File: src/defr_pkg.sv
// ----------------------------------------------------------------------------
// defr_pkg
// Types, widths and codes shared by the drag ellipse fill rasterizer.
// ----------------------------------------------------------------------------
package defr_pkg;

   localparam int unsigned CANVAS_SIZE_DEF = 2048;

   localparam int unsigned COORD_W = 11;  // canvas coordinate
   localparam int unsigned HALF_W  = 10;  // half span a, b, focal offset c
   localparam int unsigned SQ_W    = 20;  // a*a, b*b
   localparam int unsigned RSQ_W   = 22;  // R*R, squared focal distance term
   localparam int unsigned DIFF_W  = 13;  // signed offset minus focus
   localparam int unsigned RSUM_W  = 23;  // r1, r2
   localparam int unsigned DSIG_W  = 25;  // signed D = R*R - r1 - r2
   localparam int unsigned PROD_W  = 44;  // r1*r2, D*D
   localparam int unsigned ROOT_W  = 21;  // root unit working width
   localparam int unsigned COLOR_W = 32;

   localparam logic [COLOR_W-1:0] COLOR_RESET = 32'hC819FFFF;
   localparam logic [ROOT_W-1:0]  ROOT_TOP    = 21'h100000;

   typedef enum logic {
      OPER_MOUSE = 1'b0,
      OPER_TICK  = 1'b1
   } oper_type;

   typedef enum logic [1:0] {
      KIND_CLEAR  = 2'd0,
      KIND_PIXEL  = 2'd1,
      KIND_UPDATE = 2'd2,
      KIND_COMMIT = 2'd3
   } kind_type;

   typedef enum logic [3:0] {
      ST_IDLE,
      ST_DECODE,
      ST_SQUARE,
      ST_ROOT_LOAD,
      ST_ROOT_RUN,
      ST_PIX_SQ,
      ST_PIX_SUM,
      ST_PIX_MUL,
      ST_PIX_STEP,
      ST_EMIT
   } state_type;

   typedef enum logic [3:0] {
      DP_NOP,
      DP_CAPTURE,
      DP_RELEASE,
      DP_SET_ANCHOR,
      DP_STOP,
      DP_BOX,
      DP_SQUARE,
      DP_ROOT_START,
      DP_ROOT_SAVE,
      DP_PIX_DIFF,
      DP_PIX_SQ,
      DP_PIX_SUM,
      DP_PIX_MUL,
      DP_PIX_STEP,
      DP_EMIT
   } dp_op_type;

   typedef struct packed {
      dp_op_type op;
      logic      set_kind;
      kind_type  kind;
   } cmd_type;

   typedef struct packed {
      oper_type oper;
      logic     pressed;
      logic     anchor_valid;
      logic     scanning;
      logic     scan_done;
      logic     root_busy;
      logic     hit;
      logic     out_free;
   } status_type;

endpackage

File: src/defr_ctrl.sv
// ----------------------------------------------------------------------------
// defr_ctrl
// Sequencer for event decode, box setup and the per-tick pixel test.
// ----------------------------------------------------------------------------
module defr_ctrl (
   input  logic                 clock,
   input  logic                 reset,
   input  logic                 req_valid,
   output logic                 req_stall,
   input  defr_pkg::status_type status,
   output defr_pkg::cmd_type    cmd
);

   defr_pkg::state_type state_ff, state_in;

   always_ff @(posedge clock) begin
      if (reset) begin
         state_ff <= defr_pkg::ST_IDLE;
      end else begin
         state_ff <= state_in;
      end
   end

   always_comb begin
      state_in     = state_ff;
      cmd.op       = defr_pkg::DP_NOP;
      cmd.set_kind = 1'b0;
      cmd.kind     = defr_pkg::KIND_CLEAR;
      req_stall    = (state_ff != defr_pkg::ST_IDLE);

      unique case (state_ff)
         defr_pkg::ST_IDLE: begin
            if (req_valid) begin
               cmd.op   = defr_pkg::DP_CAPTURE;
               state_in = defr_pkg::ST_DECODE;
            end
         end
         defr_pkg::ST_DECODE: begin
            if (status.oper == defr_pkg::OPER_MOUSE) begin
               if (!status.pressed) begin
                  cmd.op       = defr_pkg::DP_RELEASE;
                  cmd.set_kind = 1'b1;
                  cmd.kind     = defr_pkg::KIND_COMMIT;
                  state_in     = defr_pkg::ST_EMIT;
               end else if (!status.anchor_valid) begin
                  cmd.op   = defr_pkg::DP_SET_ANCHOR;
                  state_in = defr_pkg::ST_IDLE;
               end else begin
                  cmd.op   = defr_pkg::DP_BOX;
                  state_in = defr_pkg::ST_SQUARE;
               end
            end else if (!status.scanning) begin
               state_in = defr_pkg::ST_IDLE;
            end else if (status.scan_done) begin
               cmd.op       = defr_pkg::DP_STOP;
               cmd.set_kind = 1'b1;
               cmd.kind     = defr_pkg::KIND_UPDATE;
               state_in     = defr_pkg::ST_EMIT;
            end else begin
               cmd.op   = defr_pkg::DP_PIX_DIFF;
               state_in = defr_pkg::ST_PIX_SQ;
            end
         end
         defr_pkg::ST_SQUARE: begin
            cmd.op   = defr_pkg::DP_SQUARE;
            state_in = defr_pkg::ST_ROOT_LOAD;
         end
         defr_pkg::ST_ROOT_LOAD: begin
            cmd.op   = defr_pkg::DP_ROOT_START;
            state_in = defr_pkg::ST_ROOT_RUN;
         end
         defr_pkg::ST_ROOT_RUN: begin
            if (!status.root_busy) begin
               cmd.op       = defr_pkg::DP_ROOT_SAVE;
               cmd.set_kind = 1'b1;
               cmd.kind     = defr_pkg::KIND_CLEAR;
               state_in     = defr_pkg::ST_EMIT;
            end
         end
         defr_pkg::ST_PIX_SQ: begin
            cmd.op   = defr_pkg::DP_PIX_SQ;
            state_in = defr_pkg::ST_PIX_SUM;
         end
         defr_pkg::ST_PIX_SUM: begin
            cmd.op   = defr_pkg::DP_PIX_SUM;
            state_in = defr_pkg::ST_PIX_MUL;
         end
         defr_pkg::ST_PIX_MUL: begin
            cmd.op   = defr_pkg::DP_PIX_MUL;
            state_in = defr_pkg::ST_PIX_STEP;
         end
         defr_pkg::ST_PIX_STEP: begin
            cmd.op = defr_pkg::DP_PIX_STEP;
            if (status.hit) begin
               cmd.set_kind = 1'b1;
               cmd.kind     = defr_pkg::KIND_PIXEL;
               state_in     = defr_pkg::ST_EMIT;
            end else begin
               state_in = defr_pkg::ST_IDLE;
            end
         end
         defr_pkg::ST_EMIT: begin
            // hold until the result register can take the word
            if (status.out_free) begin
               cmd.op   = defr_pkg::DP_EMIT;
               state_in = defr_pkg::ST_IDLE;
            end
         end
         default: begin
            state_in = defr_pkg::ST_IDLE;
         end
      endcase
   end

endmodule

File: config.mk
export PLATFORM = sky130hd
export DESIGN_NAME = defr_ctrl
export DESIGN_NICKNAME = d
export VERILOG_FILES = /design/src/defr_pkg.sv /design/src/defr_ctrl.sv
export SDC_FILE = /design/constraint.sdc
export NUM_CORES = 1
export LEC_CHECK = 0
export BUFFER_PORTS_ARGS = -buffer_cell sky130_fd_sc_hd__buf_2
export CORE_MARGIN = 5
export CORE_UTILIZATION = 25
export CTS_CLUSTER_SIZE = 16
export DETAILED_ROUTE_END_ITERATION = 10
export PLACE_DENSITY_LB_ADDON = 0.2
export SYNTH_ARGS = -nofsm -noshare
export SYNTH_HDL_FRONTEND = slang
export SYNTH_SLANG_ARGS = --single-unit
File: constraint.sdc
create_clock -name clock -period 2.8 [get_ports clock]
set_clock_uncertainty 0.15 [all_clocks]
set_input_delay 0.42 -clock clock [delete_from_list [all_inputs] [get_ports clock]]
set_output_delay 0.42 -clock clock [all_outputs]
set_load 0.02 [all_outputs]
### Word-level counts from Yosys, hierarchy flattened

Index checks and enable logic that the tools add are counted.

| storage, ports and cells | value |
|---|---|
| bits in registers | 4 |

| operators by class | value |
|---|---|
| eq/ne operators | 12 |
| mux-type cells | 23 |
| reductions and logical operators | 3 |

Operators with widths:

| cell | number |
|---|---|
| 4-bit case mux with 10 select lines | 2 |
| 4-bit two-way mux | 10 |
| 7-bit two-way mux | 3 |
| 4-bit by 3-bit == test with 1-bit output, second input constant | 4 |
| 3-bit two-way mux | 5 |
| 3-bit case mux with 3 select lines | 1 |
| 4-bit by 2-bit == test with 1-bit output, second input constant | 2 |
| 4-bit == test, second input constant | 2 |
| 2-bit != test, second input constant | 3 |
| 4-bit by 1-bit == test with 1-bit output, second input constant | 1 |
| 4-bit logical NOT | 1 |
| 4-bit nonzero test | 1 |
| 3-bit AND reduction | 1 |
| 2-bit two-way mux | 1 |
| 1-bit two-way mux | 1 |

### Logic depth before layout (Yosys ltp)

Gate-level depths: netlist (run 1).

| depth | value |
|---|---|
| word-level depth | 4 |
| mapped depth | 5 |
| gate-level depth less buffers | 4 |

### Least setup slack after synthesis (run 1)

Ideal clock, no wire load.

| timing path | value |
|---|---|
| kind | register to output |
| start point | register state_ff[1] |
| end point | output cmd[6] (netlist name) |
| slack | 647 ps |
| path buffers | 1 |
| stages on the path, launching flop included | 4 |
| arrival | 1583 ps |
| required time | 2230 ps |
| path through | dfxtp_1 clkbuf_1 nor2_1 o311ai_0 |

RTL lines:

| what | RTL line | source |
|---|---|---|
| from (decl) | defr_ctrl.sv:14 | `defr_pkg::state_type state_ff, state_in;` |
| from (signal assigned) | defr_ctrl.sv:18 | `state_ff <= defr_pkg::ST_IDLE;` |
| from (signal assigned) | defr_ctrl.sv:20 | `state_ff <= state_in;` |
| to (decl) | defr_ctrl.sv:11 | `output defr_pkg::cmd_type cmd` |

==> results.rst, run 1 <==
.. list-table::
   :header-rows: 1

   * - Metric
     - Value
   * - Routed via count divided by cell count
     - 4.96
   * - Number of sinks handled by clock tree synthesis
     - 4
   * - Number of endpoints with negative hold slack in the final report
     - 0
   * - Count of placed standard cells including taps
     - 114
   * - Global-route wire length before repair
     - 2330 µm
   * - Number of non-filler instances in the completed layout
     - 117
   * - Cell types with the largest area share after synthesis
     - sky130_fd_sc_hd__dfxtp_1, sky130_fd_sc_hd__nor2_1, sky130_fd_sc_hd__nor2b_1
   * - Final cell area excluding filler cells
     - 621 µm²
   * - TritonCTS clock tree
     - yes
   * - Period utilization
     - 88.1%
   * - Crit Path Max Fanout
     - 15
   * - Worst-Skew Late Latency
     - 0.23 ns
   * - Share of async-settable or async-resettable flops after synthesis
     - 0%
   * - Most repeated cell in the gate-level netlist after synthesis
     - sky130_fd_sc_hd__nor2_1
   * - Iteration count of the initial detailed-routing pass
     - 3
   * - Post-detailed-route DRC marker count
     - 0
   * - Largest registers in the final layout
     - state_ff (4)
   * - Layout net count
     - 103
   * - Leading post-synthesis cells by instance count
     - sky130_fd_sc_hd__nor2_1, sky130_fd_sc_hd__nand3_1, sky130_fd_sc_hd__nor2b_1
   * - VDD IR max
     - 0.153 mV
   * - Leak Pwr
     - 0.265 nW
   * - Startpoint type of the worst setup path
     - register
   * - Instance area at placement
     - 598 µm²
   * - Number of placed I/O pins
     - 19
   * - Die Footprint
     - 0.00297 mm²
   * - Final estimated routing congestion in global placement
     - 0.758
   * - Maximum clock insertion buffer count
     - 2
   * - Run status
     - completed
   * - Avg Inst Size Synth
     - 6.79 µm²
   * - Data arrival time at the worst-slack endpoint
     - 1.90 ns
   * - Number of filler instances in the final layout
     - 237
   * - Max_cap viols
     - 0
   * - Area grow syn2layout
     - 25.3%
   * - Number of global-route vias before repair
     - 559
   * - Clock root cell
     - sky130_fd_sc_hd__clkbuf_4
   * - Setup Buffers After CTS
     - 0
   * - Critical path required time
     - 2.23 ns
   * - Starting density of the core
     - 25.8%
   * - Share of cells above drive strength 1
     - 26.7%
   * - Height of the die
     - 54.5 µm
   * - Register containing the most flip-flops in the final layout
     - state_ff
   * - Setup repair after global routing missed its margin
     - false
   * - Minimum clock period
     - 2.47 ns
   * - Initial antenna violation count
     - 0
   * - Syn Nets
     - 84
   * - Flip-flop count of the largest register, all copies and words added
     - 4
   * - Pwr per Cell Area
     - 402 mW/mm²
   * - Sequential cell area fraction in the yosys report
     - 16.2%
   * - Footprint of the multi-input gates
     - 379 µm²
   * - Post-synthesis sequential element count
     - 4
   * - Die span in x
     - 54.5 µm
   * - Count of pins over their slew limit
     - 0
   * - Setup TNS
     - 0 ns
   * - Worst rel slew slack
     - 68.6%
   * - Average routed wire per standard cell
     - 11.8 µm
   * - Finish-stage setup viols
     - 0
   * - Detailed-route wire length
     - 1380 µm
   * - Synthesis Warnings
     - 0
   * - Placement Rows
     - 16
   * - Maximum clock rate
     - 405 MHz
   * - Worst path setup slack after routing
     - 0.334 ns
   * - Minimum hold slack
     - 0.261 ns
   * - Class of the worst hold path
     - in -> reg
   * - H-tree depth reported by CTS
     - 1
   * - Largest net degree at the start of global routing
     - 17
   * - Type of the worst setup path
     - reg -> out
   * - Total via count in the routed design
     - 580
   * - HPWL Detailed
     - 1160 µm
   * - Placement Setup Slack
     - 0.557 ns
   * - Post-cts repair resize count
     - 0
   * - Number of buffers created by CTS
     - 3
   * - Mapped cell area
     - 495 µm²
   * - Number of nets with antenna violations after detailed routing
     - 0
   * - Yosys top cell area share
     - 16.2%
   * - Most used flip-flop cell after synthesis
     - sky130_fd_sc_hd__dfxtp_1
   * - Seq. cell area
     - 80.1 µm²
   * - Clock transition time at the flip-flop clock pins of the worst setup and hold paths
     - 0.04 ns
   * - Gate Count Post-Synth
     - 73
   * - Total routing usage reported by global routing
     - 10.8%
   * - Measured slew at the worst slew-check pin
     - 0.470 ns
   * - Number of enable-type register cells in the synthesized netlist
     - 0
   * - Cell variety after synth
     - 31
   * - Placeable core region
     - 0.00192 mm²
   * - Number of input and output port buffers inserted
     - 18
   * - Hold-fix buffers at CTS
     - 0
   * - Type of element capturing the critical path
     - output pin
   * - Post-synth top area cell
     - sky130_fd_sc_hd__dfxtp_1
   * - Congestion Overflow GR
     - 0
   * - First-iteration detailed-routing DRC count
     - 1
   * - Antenna diode count
     - 0
## worst paths after layout
path	start	to	slack, ns	depth (start not counted)
hold reg to reg	state_ff[3]	state_ff[1]	0.51	2
setup reg to reg	state_ff[0]	state_ff[0]	0.96	4
setup / recovery	state_ff[0]	cmd[4]	0.33	4
hold / removal	reset	state_ff[1]	0.26	2
## metal layers
| metal | GRT usage, % | vias up | routed length, µm |
|---|---|---|---|
| met4 | 7.88 | 0 | 38 |
| met3 | 1.63 | 4 | 76 |
| met2 | 18.1 | 14 | 662 |
| li1 | - | 304 | - |
| met5 | 0 | - | 0 |
| met1 | 12.3 | 258 | 597 |
## area by class of cell
type                       count  area share [%]
inverter                       2            1.21
tap                           27            5.44
clock buffer                   3            3.63
timing repair buffer          19            15.7
sequential                     4            12.9
multi-input combinational     62            61.1
## power breakdown
part	switching [mW]	internal [mW]	total [mW]
Sequential	0.0111	0.0611	0.0723
Combinational	0.0635	0.0452	0.109
Clock	0.0205	0.0477	0.0683
## cell usage in the layout (no fill, tap or decap), types with 3 or more instances in the layout
master                     count
sky130_fd_sc_hd__clkbuf_4      3
sky130_fd_sc_hd__o21ai_0       4
sky130_fd_sc_hd__nor2b_1       6
sky130_fd_sc_hd__buf_2        18
sky130_fd_sc_hd__a21oi_1       3
sky130_fd_sc_hd__nand2_1       4
sky130_fd_sc_hd__nor2_1       10
sky130_fd_sc_hd__o31ai_1       3
sky130_fd_sc_hd__nand3_1       6
sky130_fd_sc_hd__dfxtp_1       4
## logic make-up (layout without fill, tap and decap cells)
logic type                after synthesis  after routing  synth area share, %
AOI/OAI and AO/OA                      24             24                 34.6
and+or+nand+nor                        36             36                 38.4
DFF                                     4              4                 16.2
xor gates and xnor gates                2              2                 3.54
buffers and inverters                   7             24                 7.32
## worst max-delay path, stage by stage (launching register included)
cell and delay, ns:
sky130_fd_sc_hd__dfxtp_1 0.58, sky130_fd_sc_hd__or4b_4 0.54, sky130_fd_sc_hd__a211o_1 0.28, sky130_fd_sc_hd__o211ai_1 0.08
sky130_fd_sc_hd__buf_2 0.19
## stage by stage
| stage | power (mW) | utilization, % |
|---|---|---|
| floorplan | 0.148 | - |
| global placement | 0.182 | 31.1 |
| detailed placement | 0.183 | 31.1 |
| CTS | 0.256 | 32.3 |
| global route | 0.268 | 32.3 |
| finish | 0.249 | 32.3 |
Power figures use the tool's default switching activity.
==> inputs of run 2 (changes only) <==
==> constraint.sdc (replaced) <==
create_clock -name clock -period 2.8 [get_ports clock]
set_clock_uncertainty 0.15 [all_clocks]
set_input_delay 0.56 -clock clock [delete_from_list [all_inputs] [get_ports clock]]
set_output_delay 0.56 -clock clock [all_outputs]
set_load 0.02 [all_outputs]
==> results.rst, run 2 (synthesis results as in run 1) <==
.. list-table::
   :header-rows: 1

   * - Metric
     - Value
   * - Pwr per Cell Area
     - 400 mW/mm² (was 402 mW/mm²)
   * - Terminating pin of the worst hold path
     - state_ff[1] (unchanged)
   * - Count of placed standard cells including taps
     - 116 (was 114)
   * - Class of the worst hold path
     - in -> reg (unchanged)
   * - VDD IR max
     - 0.170 mV (was 0.153 mV)
   * - Routed via count divided by cell count
     - 4.88 (was 4.96)
   * - Initial antenna violation count
     - 0 (unchanged)
   * - Number of buffers created by CTS
     - 3 (unchanged)
   * - Number of filler instances in the final layout
     - 229 (was 237)
   * - HPWL Detailed
     - 1170 µm (was 1160 µm)
   * - First-iteration detailed-routing DRC count
     - 20 (was 1)
   * - Clock root cell
     - sky130_fd_sc_hd__clkbuf_4 (unchanged)
   * - Critical path required time
     - 2.09 ns (was 2.23 ns)
   * - Setup TNS
     - 0 ns (unchanged)
   * - Starting density of the core
     - 25.8% (unchanged)
   * - Average routed wire per standard cell
     - 12.3 µm (was 11.8 µm)
   * - Number of sinks handled by clock tree synthesis
     - 4 (unchanged)
   * - Number of input and output port buffers inserted
     - 18 (unchanged)
   * - Count of pins over their slew limit
     - 0 (unchanged)
   * - Setup slack, reg-to-reg
     - 1.15 ns (was 0.96 ns)
   * - Area grow syn2layout
     - 28.3% (was 25.3%)
   * - Share of cells above drive strength 1
     - 28.3% (was 26.7%)
   * - Largest net degree at the start of global routing
     - 17 (unchanged)
   * - Combinational share of power
     - 47.4% (was 43.6%)
   * - Post-detailed-route DRC marker count
     - 0 (unchanged)
   * - Hold-fix buffers at CTS
     - 0 (unchanged)
   * - Total via count in the routed design
     - 581 (was 580)
   * - Data arrival time at the worst-slack endpoint
     - 1.76 ns (was 1.90 ns)
   * - Total routing usage reported by global routing
     - 11.2% (was 10.8%)
   * - Worst setup path start
     - state_ff[2] (was state_ff[0])
   * - Crit Path Max Fanout
     - 13 (was 15)
   * - Maximum clock insertion buffer count
     - 2 (unchanged)
   * - Maximum clock rate
     - 405 MHz (about the same)
   * - Finish-stage setup viols
     - 0 (unchanged)
   * - Reg2reg path depth
     - 4 (unchanged)
   * - Internal power
     - 0.157 mW (was 0.154 mW)
   * - Die span in x
     - 54.5 µm (unchanged)
   * - Period utilization
     - 88.1% (about the same)
   * - Share of power burned in the clock network
     - 26.9% (was 27.4%)
   * - R2r endpoint
     - state_ff[0] (unchanged)
   * - Run status
     - completed (unchanged)
   * - Measured slew at the worst slew-check pin
     - 0.424 ns (was 0.470 ns)
   * - Flip-flop count of the largest register, all copies and words added
     - 4 (unchanged)
   * - Worst rel slew slack
     - 71.7% (was 68.6%)
   * - Post-cts repair resize count
     - 0 (unchanged)
   * - Leak Pwr
     - 0.275 nW (was 0.265 nW)
   * - Type of element capturing the critical path
     - output pin (unchanged)
   * - Sw Ratio
     - 38.1% (was 38.2%)
   * - Switching power total
     - 0.0970 mW (was 0.0952 mW)
   * - Max_cap viols
     - 0 (unchanged)
   * - Iteration count of the initial detailed-routing pass
     - 4 (was 3)
   * - Number of placed I/O pins
     - 19 (unchanged)
   * - Number of nets with antenna violations after detailed routing
     - 0 (unchanged)
   * - Clock transition time at the flip-flop clock pins of the worst setup and hold paths
     - 0.03 ns (was 0.04 ns)
   * - Die Footprint
     - 0.00297 mm² (unchanged)
   * - Type of the worst setup path
     - reg -> out (unchanged)
   * - Placement Rows
     - 16 (unchanged)
   * - Register containing the most flip-flops in the final layout
     - state_ff (unchanged)
   * - Setup repair after global routing missed its margin
     - false (unchanged)
   * - Part of the total power dissipated in sequential elements
     - 25.6% (was 29.0%)
   * - Minimum clock period
     - 2.47 ns (about the same)
   * - Number of cells on the worst hold path
     - 2 (unchanged)
   * - Placeable core region
     - 0.00192 mm² (unchanged)
   * - Antenna diode count
     - 0 (unchanged)
   * - Largest registers in the final layout
     - state_ff (4) (unchanged)
   * - H-tree depth reported by CTS
     - 1 (unchanged)
   * - Detailed-route wire length
     - 1460 µm (was 1380 µm)
   * - Layout net count
     - 105 (was 103)
   * - TritonCTS clock tree
     - yes (unchanged)
   * - Number of endpoints with negative hold slack in the final report
     - 0 (unchanged)
   * - Number of non-filler instances in the completed layout
     - 119 (was 117)
   * - Source of the worst register-to-register timing path
     - state_ff[2] (was state_ff[0])
   * - Global-route wire length before repair
     - 2350 µm (was 2330 µm)
   * - Worst-Skew Late Latency
     - 0.23 ns (about the same)
   * - Height of the die
     - 54.5 µm (unchanged)
   * - Min-Delay Startpoint
     - reset (unchanged)
   * - Commonest cells after routing, fill and taps aside
     - sky130_fd_sc_hd__buf_2, sky130_fd_sc_hd__nor2_1, sky130_fd_sc_hd__nor2b_1, sky130_fd_sc_hd__nand3_1 (unchanged)
   * - Final estimated routing congestion in global placement
     - 0.786 (was 0.758)
   * - Congestion Overflow GR
     - 0 (unchanged)
   * - Setup Buffers After CTS
     - 0 (unchanged)
   * - Most common cell after layout, fill and taps aside
     - sky130_fd_sc_hd__buf_2 (unchanged)
   * - Number of global-route vias before repair
     - 549 (was 559)
   * - Startpoint type of the worst setup path
     - register (unchanged)
-- run 2: changes by cell type in the layout (fill, tap and decap cells not counted), sizes merged --
cell  before  now
buf       19   21
-- run 2: power by group through the flow --
| stage | sequential (mW) | combinational, mW | clock, mW |
|---|---|---|---|
| 2_1_floorplan | 0.0647 | 0.0834 | 0 |
| 3_3_place_gp | 0.0661 | 0.122 | 0 |
| 3_5_place_dp | 0.0658 | 0.122 | 0 |
| 4_1_cts | 0.0650 | 0.122 | 0.0741 |
| 5_1_grt | 0.0655 | 0.132 | 0.0771 |
| 6_report | 0.0652 | 0.121 | 0.0686 |
-- run 2: how the worst max path moves through the flow --
stage	endpoint	slack (ns)	depth (start not counted)
after CTS	cmd[4]	0.31	4
final	cmd[4]	0.33	4
after global placement	cmd[4]	0.56	4
after floorplan	cmd[6]	0.51	3
after global routing	cmd[4]	0.23	4
after detailed placement	cmd[4]	0.57	4
-- run 2: worst max-delay path, stage by stage, from the launching register on --
cell,delay [ns]
sky130_fd_sc_hd__dfxtp_1,0.42
sky130_fd_sc_hd__or4b_4,0.56
sky130_fd_sc_hd__a211o_1,0.28
sky130_fd_sc_hd__o211ai_1,0.07
sky130_fd_sc_hd__buf_2,0.19
-- run 2: routing by layer --
metal | global-route usage, % | vias up | wire length [µm]
met5 | 0 | - | 0
met1 | 14.5 | 255 | 658
li1 | - | 311 | -
met2 | 16.9 | 13 | 708
met4 | 6.22 | 0 | 10
met3 | 2.45 | 2 | 83
-- run 2: final cells by class --
class,instances,area [µm²],share of cell area [%]
sequential,4,80.1,12.6
multi-input combinational,62,379,59.6
timing repair buffer,21,113,17.7
clock buffer,3,22.5,3.54
inverter,2,7.51,1.18
tap,27,33.8,5.31
-- run 2: metrics by stage --
step	utilization, %	setup slack, ns	power, mW	cell area [µm²]	hold WS [ns]
3_3_place_gp	31.9	0.556	0.188	613	0.494
4_1_cts	33.1	0.315	0.261	636	0.398
2_1_floorplan	-	0.507	0.148	495	0.419
5_1_grt	33.1	0.233	0.275	636	0.415
3_5_place_dp	31.9	0.566	0.187	613	0.495
6_report	33.1	0.334	0.254	636	0.410
